## src/hdl/graph_bfs_order_macros.svh

```systemverilog
// assertion helpers for the block that checks itself
`ifndef GRAPH_BFS_ORDER_MACROS_SVH
`define GRAPH_BFS_ORDER_MACROS_SVH

// plain property, sampled on clk, off while in reset
`define GBO_ASSERT(name, prop, msg) \
	name: assert property (@(posedge clk) disable iff (!arst_n) (prop)) else $error(msg);

// implication form
`define GBO_ASSERT_IMP(name, pre, con, msg) \
	name: assert property (@(posedge clk) disable iff (!arst_n) (pre) |-> (con)) \
		else $error(msg);

`endif

```

## src/hdl/gbo_pkg.sv

```systemverilog
`default_nettype none

package gbo_pkg;

	localparam int VTX_W            = 4;
	localparam int CNT_W            = 5;
	localparam int MAX_VERTICES_DEF = 16;

	localparam logic [CNT_W-1:0] VERTEX_COUNT_RST = 5'd16;

	typedef enum logic [0:0] {
		OP_EDGE = 1'b0,
		OP_BFS  = 1'b1
	} opcode_t;

endpackage

`default_nettype wire

```

## src/hdl/gbo_if.sv

```systemverilog
`default_nettype none

// command channel
interface gbo_in_if;
	logic                      valid;
	logic                      ready;
	gbo_pkg::opcode_t          opcode;
	logic [gbo_pkg::VTX_W-1:0] vertex_a;
	logic [gbo_pkg::VTX_W-1:0] vertex_b;
	logic                      edge_present;

	modport source (output valid, opcode, vertex_a, vertex_b, edge_present, input ready);
	modport sink (input valid, opcode, vertex_a, vertex_b, edge_present, output ready);
endinterface

// visit order channel
interface gbo_out_if;
	logic                      valid;
	logic                      ready;
	logic [gbo_pkg::VTX_W-1:0] visited_vertex;
	logic                      last;
	logic                      error;

	modport source (output valid, visited_vertex, last, error, input ready);
	modport sink (input valid, visited_vertex, last, error, output ready);
endinterface

`default_nettype wire

```

## src/hdl/graph_bfs_order.sv

```systemverilog
// Breadth-first search over a small undirected graph held as a symmetric adjacency bit
// matrix (cleared by reset). A command word with opcode OP_EDGE sets or clears the edge
// (vertex_a, vertex_b) and returns nothing; an endpoint at or above vertex_count drops
// the write. A command word with opcode OP_BFS starts a search at vertex_a and returns
// one word per reached vertex in visit order, neighbours taken in ascending index order,
// with last set on the final word. A start vertex at or above vertex_count returns a
// single word with error and last set. The block takes no command while a search runs.
// A search spends, per visited vertex, a dequeue step, a scan step for each newly found
// neighbour, a closing scan step and a hand-out step that holds the word until taken.
// Neighbours come from the single lowest-set-bit picker, which moves one neighbour into
// the queue per cycle. vertex_count is to be written by the user only while the block
// idles; the block itself does not enforce this.
`default_nettype none

module graph_bfs_order #(
	parameter int MAX_VERTICES = gbo_pkg::MAX_VERTICES_DEF
) (
	input  wire logic                      clk,
	input  wire logic                      arst_n,
	input  wire logic                      cfg_we,
	input  wire logic [gbo_pkg::CNT_W-1:0] cfg_wdata,
	gbo_in_if.sink                         cmd,
	gbo_out_if.source                      rsp
);

	// only vertices 0..15 can be addressed, so rows past that would stay empty
	localparam int ROWS = (MAX_VERTICES < 16) ? MAX_VERTICES : 16;
	localparam int IW   = $clog2(ROWS);
	localparam int QW   = IW + 1;

	// sequencer states
	typedef enum logic [3:0] {
		ST_IDLE = 4'b0001,  // waiting for a command word
		ST_DEQ  = 4'b0010,  // pop a vertex, build its fresh-neighbour mask
		ST_SCAN = 4'b0100,  // push one fresh neighbour per cycle
		ST_EMIT = 4'b1000   // hold the result word until taken
	} state_t;

	state_t state_q;

	logic [gbo_pkg::CNT_W-1:0] vertex_count_q;

	// adjacency matrix and search state
	logic [ROWS-1:0] adj_q [ROWS];
	logic [ROWS-1:0] visited_q;
	logic [ROWS-1:0] fresh_q;
	logic [IW-1:0]   queue_q [ROWS];
	logic [QW-1:0]   head_q;
	logic [QW-1:0]   tail_q;

	// output register
	logic                      out_valid_q;
	logic [gbo_pkg::VTX_W-1:0] out_vertex_q;
	logic                      out_last_q;
	logic                      out_error_q;

	logic          cmd_fire;
	logic          a_ok;
	logic          b_ok;
	logic [IW-1:0] a_idx;
	logic [IW-1:0] b_idx;
	logic [IW-1:0] cur;
	logic [ROWS-1:0] in_range;
	logic [ROWS-1:0] pick_bit;
	logic [IW-1:0]   pick_idx;

	// search bookkeeping seen by the checks
	logic          in_search;
	logic [QW-1:0] seen_cnt;

	assign cmd_fire = cmd.valid && cmd.ready;
	assign cmd.ready = (state_q == ST_IDLE);

	assign rsp.valid          = out_valid_q;
	assign rsp.visited_vertex = out_vertex_q;
	assign rsp.last           = out_last_q;
	assign rsp.error          = out_error_q;

	// an endpoint counts only below both the programmed count and the built size
	assign a_ok = ({1'b0, cmd.vertex_a} < vertex_count_q) && (int'(cmd.vertex_a) < ROWS);
	assign b_ok = ({1'b0, cmd.vertex_b} < vertex_count_q) && (int'(cmd.vertex_b) < ROWS);
	assign a_idx = cmd.vertex_a[IW-1:0];
	assign b_idx = cmd.vertex_b[IW-1:0];

	// vertex at the queue head
	assign cur = queue_q[head_q[IW-1:0]];

	assign in_search = state_q inside {ST_DEQ, ST_SCAN};
	assign seen_cnt  = QW'($countones(visited_q));

	// columns that a search may follow
	always_comb begin
		for (int i = 0; i < ROWS; i++) begin
			in_range[i] = (gbo_pkg::CNT_W'(i) < vertex_count_q);
		end
	end

	// shared unit: lowest set bit of the fresh mask and its index
	assign pick_bit = fresh_q & (~fresh_q + 1'b1);

	always_comb begin
		pick_idx = '0;
		for (int i = 0; i < ROWS; i++) begin
			if (pick_bit[i]) begin
				pick_idx = pick_idx | IW'(i);
			end
		end
	end

	always_ff @(posedge clk or negedge arst_n) begin
		if (!arst_n) begin
			vertex_count_q <= gbo_pkg::VERTEX_COUNT_RST;
		end else if (cfg_we) begin
			vertex_count_q <= cfg_wdata;
		end
	end

	// edge writes touch both rows of the pair in the same cycle
	always_ff @(posedge clk or negedge arst_n) begin
		if (!arst_n) begin
			for (int r = 0; r < ROWS; r++) begin
				adj_q[r] <= '0;
			end
		end else if (cmd_fire && cmd.opcode == gbo_pkg::OP_EDGE && a_ok && b_ok) begin
			adj_q[a_idx][b_idx] <= cmd.edge_present;
			adj_q[b_idx][a_idx] <= cmd.edge_present;
		end
	end

	// vertex queue, no reset: every entry is written before a search reads it
	always_ff @(posedge clk) begin
		if (state_q == ST_IDLE) begin
			queue_q[0] <= a_idx;
		end else if (state_q == ST_SCAN && fresh_q != '0) begin
			queue_q[tail_q[IW-1:0]] <= pick_idx;
		end
	end

	// fresh mask is payload, loaded before each scan
	always_ff @(posedge clk) begin
		if (state_q == ST_DEQ) begin
			fresh_q <= adj_q[cur] & ~visited_q & in_range;
		end else if (state_q == ST_SCAN) begin
			fresh_q <= fresh_q & ~pick_bit;
		end
	end

	always_ff @(posedge clk or negedge arst_n) begin
		if (!arst_n) begin
			state_q      <= ST_IDLE;
			visited_q    <= '0;
			head_q       <= '0;
			tail_q       <= '0;
			out_valid_q  <= 1'b0;
			out_vertex_q <= '0;
			out_last_q   <= 1'b0;
			out_error_q  <= 1'b0;
		end else begin
			case (state_q)
				ST_IDLE: begin
					if (cmd_fire && cmd.opcode == gbo_pkg::OP_BFS) begin
						if (a_ok) begin
							// seed the search with the start vertex
							visited_q <= ROWS'(1) << a_idx;
							head_q    <= '0;
							tail_q    <= QW'(1);
							state_q   <= ST_DEQ;
						end else begin
							// bad start vertex: one flagged word
							out_valid_q  <= 1'b1;
							out_vertex_q <= '0;
							out_last_q   <= 1'b1;
							out_error_q  <= 1'b1;
							state_q      <= ST_EMIT;
						end
					end
				end
				ST_DEQ: begin
					out_vertex_q <= gbo_pkg::VTX_W'(cur);
					head_q       <= head_q + 1'b1;
					state_q      <= ST_SCAN;
				end
				ST_SCAN: begin
					if (fresh_q != '0) begin
						visited_q <= visited_q | pick_bit;
						tail_q    <= tail_q + 1'b1;
					end else begin
						// queue fully extended for this vertex, so last is known now
						out_valid_q <= 1'b1;
						out_last_q  <= (head_q == tail_q);
						out_error_q <= 1'b0;
						state_q     <= ST_EMIT;
					end
				end
				ST_EMIT: begin
					if (rsp.ready) begin
						out_valid_q <= 1'b0;
						state_q     <= out_last_q ? ST_IDLE : ST_DEQ;
					end
				end
				default: begin
					state_q <= ST_IDLE;
				end
			endcase
		end
	end

	`include "graph_bfs_order_macros.svh"

	// no result may be pending while new commands are taken
	`GBO_ASSERT_IMP(a_idle_no_result, cmd.ready, !rsp.valid, "result pending while idle")

	// the queue never pops past its tail
	`GBO_ASSERT(a_head_le_tail, head_q <= tail_q, "queue head passed tail")

	// every visited vertex was queued exactly once
	`GBO_ASSERT_IMP(a_visited_vs_tail, in_search, seen_cnt == tail_q, "visited and fill disagree")

endmodule

`default_nettype wire

```

## src/flat_wrapper.sv

```systemverilog
// flat-port wrapper written by rule: the top's interface ports become plain ports
module graph_bfs_order_flat 
#(
	parameter int MAX_VERTICES = gbo_pkg::MAX_VERTICES_DEF
)
  (clk, arst_n, cfg_we, cfg_wdata, cmd_valid, cmd_opcode, cmd_vertex_a, cmd_vertex_b, cmd_edge_present, cmd_ready, rsp_valid, rsp_visited_vertex, rsp_last, rsp_error, rsp_ready);
  gbo_in_if cmd_i ();
  gbo_out_if rsp_i ();
  input  wire logic clk;
  input  wire logic arst_n;
  input  wire logic cfg_we;
  input  wire logic [gbo_pkg::CNT_W-1:0] cfg_wdata;
  input wire logic [$bits(cmd_i.valid)-1:0] cmd_valid;
  input wire logic [$bits(cmd_i.opcode)-1:0] cmd_opcode;
  input wire logic [$bits(cmd_i.vertex_a)-1:0] cmd_vertex_a;
  input wire logic [$bits(cmd_i.vertex_b)-1:0] cmd_vertex_b;
  input wire logic [$bits(cmd_i.edge_present)-1:0] cmd_edge_present;
  output wire logic [$bits(cmd_i.ready)-1:0] cmd_ready;
  output wire logic [$bits(rsp_i.valid)-1:0] rsp_valid;
  output wire logic [$bits(rsp_i.visited_vertex)-1:0] rsp_visited_vertex;
  output wire logic [$bits(rsp_i.last)-1:0] rsp_last;
  output wire logic [$bits(rsp_i.error)-1:0] rsp_error;
  input wire logic [$bits(rsp_i.ready)-1:0] rsp_ready;
  assign cmd_i.valid = cmd_valid;
  assign cmd_i.opcode = cmd_opcode;
  assign cmd_i.vertex_a = cmd_vertex_a;
  assign cmd_i.vertex_b = cmd_vertex_b;
  assign cmd_i.edge_present = cmd_edge_present;
  assign cmd_ready = cmd_i.ready;
  assign rsp_valid = rsp_i.valid;
  assign rsp_visited_vertex = rsp_i.visited_vertex;
  assign rsp_last = rsp_i.last;
  assign rsp_error = rsp_i.error;
  assign rsp_i.ready = rsp_ready;
  graph_bfs_order #(.MAX_VERTICES(MAX_VERTICES)) u_core (.clk(clk), .arst_n(arst_n), .cfg_we(cfg_we), .cfg_wdata(cfg_wdata), .cmd(cmd_i), .rsp(rsp_i));
endmodule
```

## config.mk

```make
export PLATFORM = sky130hd
export DESIGN_NAME = graph_bfs_order_flat
export DESIGN_NICKNAME = d
export VERILOG_FILES = /design/src/hdl/gbo_pkg.sv /design/src/hdl/gbo_if.sv /design/src/hdl/graph_bfs_order.sv /design/src/flat_wrapper.sv
export VERILOG_INCLUDE_DIRS = /design/src /design/src/hdl
export SDC_FILE = /design/constraint.sdc
export NUM_CORES = 1
export LEC_CHECK = 0
export BUFFER_PORTS_ARGS = -buffer_cell sky130_fd_sc_hd__buf_2
export CORE_ASPECT_RATIO = 1.2
export CORE_MARGIN = 2
export CORE_UTILIZATION = 35
export DETAILED_ROUTE_END_ITERATION = 8
export GPL_TIMING_DRIVEN = 0
export SLEW_MARGIN = 30
export SYNTH_ARGS = -nofsm -noshare
export SYNTH_HDL_FRONTEND = slang
export SYNTH_SLANG_ARGS = --single-unit
```

## constraint.sdc

```tcl
create_clock -name clk -period 3.77 [get_ports clk]
set_input_delay 0.754 -clock clk [delete_from_list [all_inputs] [get_ports clk]]
set_output_delay 0.754 -clock clk [all_outputs]
set_load 0.05 [all_outputs]
```

=== Word level (Yosys, flattened, before mapping) ===
Memory sizes are Yosys's and may differ from the RTL's.
Cells that the tools add are included.

* Register bits after elaboration: 314
* Latch bits: 0
* Bits in writable memories: 64
* Memory bits (read-only): 0
* Input port bits: 20
* Output and inout port bits: 8
* Word-level logic and storage cells: 170
* Memories: 1

{| class="wikitable"
|+ Memory list
! name !! depth !! width !! rd ports !! clocked after Yosys merged registers in !! wr ports !! RTL line !! source
|-
| u_core.queue_q || 16 || 4 || 1 || 0 || 1 || graph_bfs_order.sv:47 || <nowiki>logic [IW-1:0] queue_q [ROWS];</nowiki>
|}

* Add/subtract/negate cells: 3
* Multipliers: 0
* Div/mod/pow operators: 0
* Magnitude comparators: 27
* Equal/unequal tests: 11
* Shift-type cells: 1
* Muxes and demuxes: 67
* Bitwise gates (word level): 12
* Reductions and logical operators: 22

{| class="wikitable"
|+ Operator list
! operator !! count
|-
| bitwise mux 256 bit || 2
|-
| 2-to-1 mux 16 bit || 9
|-
| demux 16 bit (select 4 bit) || 2
|-
| AND 16 bit || 4
|-
| binary-select mux 16 bit (select 4 bit) || 1
|-
| 2-to-1 mux 4 bit || 16
|-
| inverter 16 bit || 3
|-
| < comparator 4 x 5 -> 1 bit (first input constant) || 8
|-
| one-hot mux 16 bit (2 select lines) || 1
|-
| 2-to-1 mux 5 bit || 5
|-
| < comparator 3 x 5 -> 1 bit (first input constant) || 4
|-
| one-hot mux 5 bit (2 select lines) || 2
|-
| adder 16 x 1 -> 16 bit (second input constant) || 1
|-
| OR 16 bit || 1
|-
| one-hot mux 4 bit (4 select lines) || 1
|-
| nonzero test 16 bit || 1
|-
| left shift 1 x 4 -> 16 bit (first input constant) || 1
|-
| >= comparator 5 bit (second input constant) || 3
|-
| 2-to-1 mux 1 bit || 15
|-
| inverter 4 -> 5 bit || 3
|-
| 2-to-1 mux 3 bit || 4
|-
| != test 2 bit (second input constant) || 6
|-
| adder 5 x 1 -> 5 bit (second input constant) || 2
|-
| logical AND 1 bit || 10
|-
| 23 further kinds || 38
|}

=== Longest topological paths before layout ===
* Depth in word-level cells: 19
* Mapped depth: 11
* Mapped depth without buffers: 9

=== Worst setup path before layout ===
No wires, ideal clock.

* Path kind: input-to-reg
* From: input cmd_vertex_a[1]
* To: register u_core.adj_q[201] (netlist bit)
* Data arrival time: 2,943 ps
* Data required time: 3,645 ps
* Path slack: 702 ps
* Stages on the path: 9
* Path buffers: 1
* Path through: ha_1 -> a21o_1 -> a21o_1 -> a21o_1 -> a21oi_1 -> nand2_1 -> clkbuf_1 -> nor3_1 -> mux2_2

* Word-level cells in the longest chain between the ends: 7
* Elaborated cells on any way between the ends: 18
* Those cells by class: order compare: 5; mux: 8; bitwise: 1; reduce/logical: 4

{| class="wikitable"
|+ RTL lines
! element !! RTL line !! source
|-
| from (decl) || flat_wrapper.sv:15 || <nowiki>input wire logic [$bits(cmd_i.vertex_a)-1:0] cmd_vertex_a;</nowiki>
|-
| < comparator 4 x 5 -> 1 bit (not written as such) (tied with other cells) || graph_bfs_order.sv:126 || <nowiki>adj_q[b_idx][a_idx] <= cmd.edge_present;</nowiki>
|-
| logical AND 1 bit (not written as such) (tied with other cells) || graph_bfs_order.sv:126 ||
|-
| 2-to-1 mux 1 bit (not written as such) or logical AND 1 bit (tied branches) || graph_bfs_order.sv:126, graph_bfs_order.sv:125 ||
|-
| demux 1 bit (select 4 bit) or 2-to-1 mux 16 bit (tied branches) || -- ||
|-
| 2-to-1 mux 16 bit (not written as such) or demux 16 bit (select 4 bit) (tied branches) || graph_bfs_order.sv:126, graph_bfs_order.sv:125 ||
|-
| demux 16 bit (select 4 bit) or bitwise mux 256 bit (tied branches) || graph_bfs_order.sv:126, graph_bfs_order.sv:125 ||
|-
| bitwise mux 256 bit || graph_bfs_order.sv:126 ||
|-
| to (signal, indexed assignment) || graph_bfs_order.sv:125 || <nowiki>adj_q[a_idx][b_idx] <= cmd.edge_present;</nowiki>
|-
| to (signal, indexed assignment) || graph_bfs_order.sv:126 ||
|-
| to (decl) || graph_bfs_order.sv:44 || <nowiki>logic [ROWS-1:0] adj_q [ROWS];</nowiki>
|}

Several ways; a longest one is shown, not always the timed one.
A chain may end at the register's enable or synchronous reset.

=== Worst setup path after layout ===
* From: register u_core.head_q[0]
* To: register u_core.fresh_q[7] (data pin)

* Word-level cells in the longest chain between the ends: 8

{| class="wikitable"
|+ RTL lines
! element !! RTL line !! source
|-
| from (decl) || graph_bfs_order.sv:48 || <nowiki>logic [QW-1:0] head_q;</nowiki>
|-
| from (signal assigned) || graph_bfs_order.sv:180 || <nowiki>head_q <= head_q + 1'b1;</nowiki>
|-
| memory read (16 x 4 bit) || -- ||
|-
| inverter 4 -> 5 bit (not written as such) || graph_bfs_order.sv:142 || <nowiki>fresh_q <= adj_q[cur] & ~visited_q & in_range;</nowiki>
|-
| binary-select mux 16 bit (select 4 bit) || graph_bfs_order.sv:142 ||
|-
| 2-to-1 mux 16 bit (not written as such) (2 in a row) || graph_bfs_order.sv:142 ||
|-
| AND 16 bit (2 in a row) || graph_bfs_order.sv:142 ||
|-
| 2-to-1 mux 16 bit || graph_bfs_order.sv:141 || <nowiki>if (state_q == ST_DEQ) begin</nowiki>
|-
| to (signal assigned) || graph_bfs_order.sv:142 ||
|-
| to (signal assigned) || graph_bfs_order.sv:144 || <nowiki>fresh_q <= fresh_q & ~pick_bit;</nowiki>
|-
| to (decl) || graph_bfs_order.sv:46 || <nowiki>logic [ROWS-1:0] fresh_q;</nowiki>
|}

No other way between the ends. The select of a mux whose other input is x is not followed.

==> summary.txt <==
GRT
  – GRT overflow: 0
  – Initial antenna violation count: 3
  – GRT Overall Usage: 0.288
  – Vias in the first global route: 16.2k
  – Largest net degree at the start of global routing: 84
  – First-pass GRT wire length: 118000 um

Clocking
  – TritonCTS clock tree: done
  – Clk buf depth: 3
  – Clk_lat worst skew: 0.59 ns
  – # clock sinks: 378
  – CTS clk-pin slew, worst paths: 0.06 ns
  – TritonCTS buffer count: 40
  – CTS Root Cell: clkbuf_16
  – CTS H-tree depth: 2

Placed design
  – Placer congestion estimate: 1.02
  – Port buffer count: 25
  – Dpl ws: -1.41 ns
  – Post-DP HPWL: 62600 um

Timing
  – Fraction of the cycle the final worst path needs: 0.999
  – Final worst slack: 0.00230 ns
  – Setup TNS: 0 ns
  – Number of setup violations in the final report: 0
  – Hold Fails Final Rpt: 0
  – Max_slew headroom: 0.287
  – Min Hold Slack: 0.153 ns
  – Setup Skew: 0.0242 ns
  – Final worst path period need: 3.77 ns
  – Max Slew Vio Count: 0
  – RSZ-0062 raised after global routing: no
  – Max Fclk: 0.265 GHz
  – Slew at the pin with the worst max-slew slack: 1.07 ns

Worst setup path
  – Crit-path max FO: 10
  – Most numerous cell on the critical path: mux4_2
  – CP Class: reg2reg
  – CP Capture Type: flop
  – CP max stage delay: 0.52 ns
  – Worst r2r path cells: 9
  – Critical Path Stages: 9
  – WP data arrival: 4.18 ns
  – Crit-path leading delay family: buffers and inverters
  – RR Endpoint: u_core.fresh_q[7]
  – Critical path buffers and inverters: 3
  – Crit path cell chain: buf_4 > mux4_2 > mux4_2 > clkbuf_1 > clkbuf_2 > nand2_1 > a221oi_1 > nand3_1 > o2111ai_1
  – Data required time of the worst path: 4.18 ns
  – RR Startpoint: u_core.head_q[0]
  – R2R Setup Slk: 0.002 ns
  – Slowest CP cell: clkbuf_1
  – CP startpoint kind: flop

Yosys
  – Async set-or-reset flop fraction in the synthesized netlist: 0.788
  – Synth area leader: dfrtp_1
  – Count of cell types in the netlist: 68
  – Most common cell in the netlist: dfrtp_1
  – Avg Cell Area, Syn: 10.8 um2
  – EDFF count, synth: 80
  – Post-synth net total: 1850
  – Post-synthesis sequential area ratio: 0.501
  – Top cells by count, synth: dfrtp_1 (296), mux2_2 (260), nand2_1 (214)
  – Register bit count reported by yosys: 378
  – Most used DFF post-synth: dfrtp_1
  – Synthesized cell area: 0.0197 mm2
  – Syn. warnings: 0
  – Synth top area share: 0.377
  – Synthesized netlist cell count: 1822
  – Largest cells by area after synthesis: dfrtp_1 (38%), mux2_2 (15%), edfxtp_1 (12%)

Layout
  – Core Util, Final: 0.404
  – Fin nets: 1927
  – Sequential Area: 0.00986 mm2
  – Layout area overhead: 14.6%
  – Ratio of cells with drive above 1 in the final layout: 0.249
  – Multi-input gate area: 0.00944 mm2
  – FILL cells: 5410

Flow run
  – Max_cap viols: 0

Detailed routing
  – Metal3 WL: 6890 um
  – DR top layer: met5
  – Pre-Repair DR Iteration Count: 8
  – Drt initial violations: 1756
  – DR WL/cell: 31.4 um
  – Vias per cell: 6.12
  – Vias: 16.3k
  – DR DRC count: 0
  – Final wirelength: 83500 um
  – Metal2 WL: 37300 um
  – Met1 Wirelength: 31500 um
  – ANT nets after route: 0

Hold path
  – Worst min-delay path class: in2async

Floorplanning
  – Die span in x: 220 um
  – Top-Level Pins: 28
  – Rows: 95
  – Core Area: 0.0557 mm2
  – Die area: 0.0581 mm2
  – Die Y: 264 um
  – Initial core utilization: 0.353

Status
  – Outcome: finished clean

Power
  – LEAKAGE: 9.49 nW
  – VDD IR max: 0.000594 V
  – PD cells: 677 mW/mm2
  – Power Total: 0.0153 W
==> metal layers <==
layer  GRT usage  up-vias
li1            -     6764
met1       0.353     8210
met2       0.447      949
met3      0.0572      331
met4       0.213        2
met5           0        -
==> what timing repair did <==
action / in CTS / in global routing
pin swaps: 1 / 0
setup buffers: 5 / 4
resized for setup: 55 / 12
hold buffers: 0 / 0
endpoints found under the setup margin: 178 / 137
==> logic make-up (layout without fill, tap and decap cells) <==
group,Yosys count,in the layout,synth area share
adder cells (fa/ha/maj),8,8,0.00509
other,0,1,0
buffers and inverters,150,258,0.0311
multiplexers,390,390,0.226
flip-flops,378,378,0.501
AO/OA/AOI/OAI,290,290,0.0987
AND/OR/NAND/NOR,595,595,0.133
XOR/XNOR,11,11,0.00490
==> area by class of cell <==
type | instances | area share
plain buffers | 130 | 0.0263
repair buffers | 39 | 0.0138
well taps | 727 | 0.0403
flip-flops and latches | 378 | 0.437
multi-input cells | 1294 | 0.419
clock buffers | 56 | 0.0506
clock inverters | 17 | 0.00993
diodes | 1 | 0.000111
inverters | 16 | 0.00272
==> stage by stage <==
stage          cell area (um2)  std cells
4_1_cts                  22500       2655
3_3_place_gp             20700       2574
5_1_grt                  22500       2657
6_report                 22500       2658
2_1_floorplan            19700       1822
3_5_place_dp             20900       2579
==> flip-flops by register name, summed over array words and instances (netlist names) <==
signal	count
u_core.adj_q	256
u_core.queue_q	64
u_core.fresh_q	16
u_core.visited_q	16
u_core.head_q	5
u_core.tail_q	5
u_core.vertex_count_q	5
u_core.rsp.visited_vertex	4
u_core.state_q	4
u_core.rsp.error	1
u_core.rsp.last	1
u_core.rsp.valid	1
==> worst reg2reg max path, stage by stage (launching register included) <==
cell and delay [ns]:
dfrtp_1 0.39, buf_4 0.21, mux4_2 0.38, mux4_2 0.46, clkbuf_1 0.53, clkbuf_2 0.49, nand2_1 0.18, a221oi_1 0.50
nand3_1 0.25, o2111ai_1 0.19
==> worst max path at each step <==
stage | from | endpoint | slack [ns]
6_report | u_core.head_q[0] | u_core.fresh_q[7] | 0.002
5_1_grt | u_core.state_q[0] | u_core.fresh_q[5] | 0.006
4_1_cts | u_core.vertex_count_q[1] | u_core.adj_q[155] | -0.01
3_5_place_dp | u_core.head_q[1] | u_core.fresh_q[9] | -1.41
3_3_place_gp | arst_n | u_core.adj_q[116] | -3.82
2_1_floorplan | cmd_vertex_a[1] | u_core.adj_q[201] | 0.70
==> power by group <==
part           switching [W]  internal (W)  total [W]
clock network        0.00181       0.00235    0.00417
logic                0.00455       0.00175    0.00630
registers           0.000251       0.00454    0.00479
==> cell usage in the layout, fill, tap and decap left out, types with 13 or more instances in the layout <==
cell and n:
dfrtp_1 296, mux2_2 259, nand2_1 213, nor2_1 202
mux2i_1 111, clkbuf_1 88, edfxtp_1 80, a21oi_1 78
nor3_1 42, buf_2 41, clkbuf_16 40, nand3_1 39
o21ai_0 37, a31oi_1 33, a32oi_1 22, nand2b_1 21
buf_4 19, mux4_2 17, inv_1 14, clkbuf_2 13
a2bb2oi_1 13
Note: power is estimated with default switching activity, not from simulation.
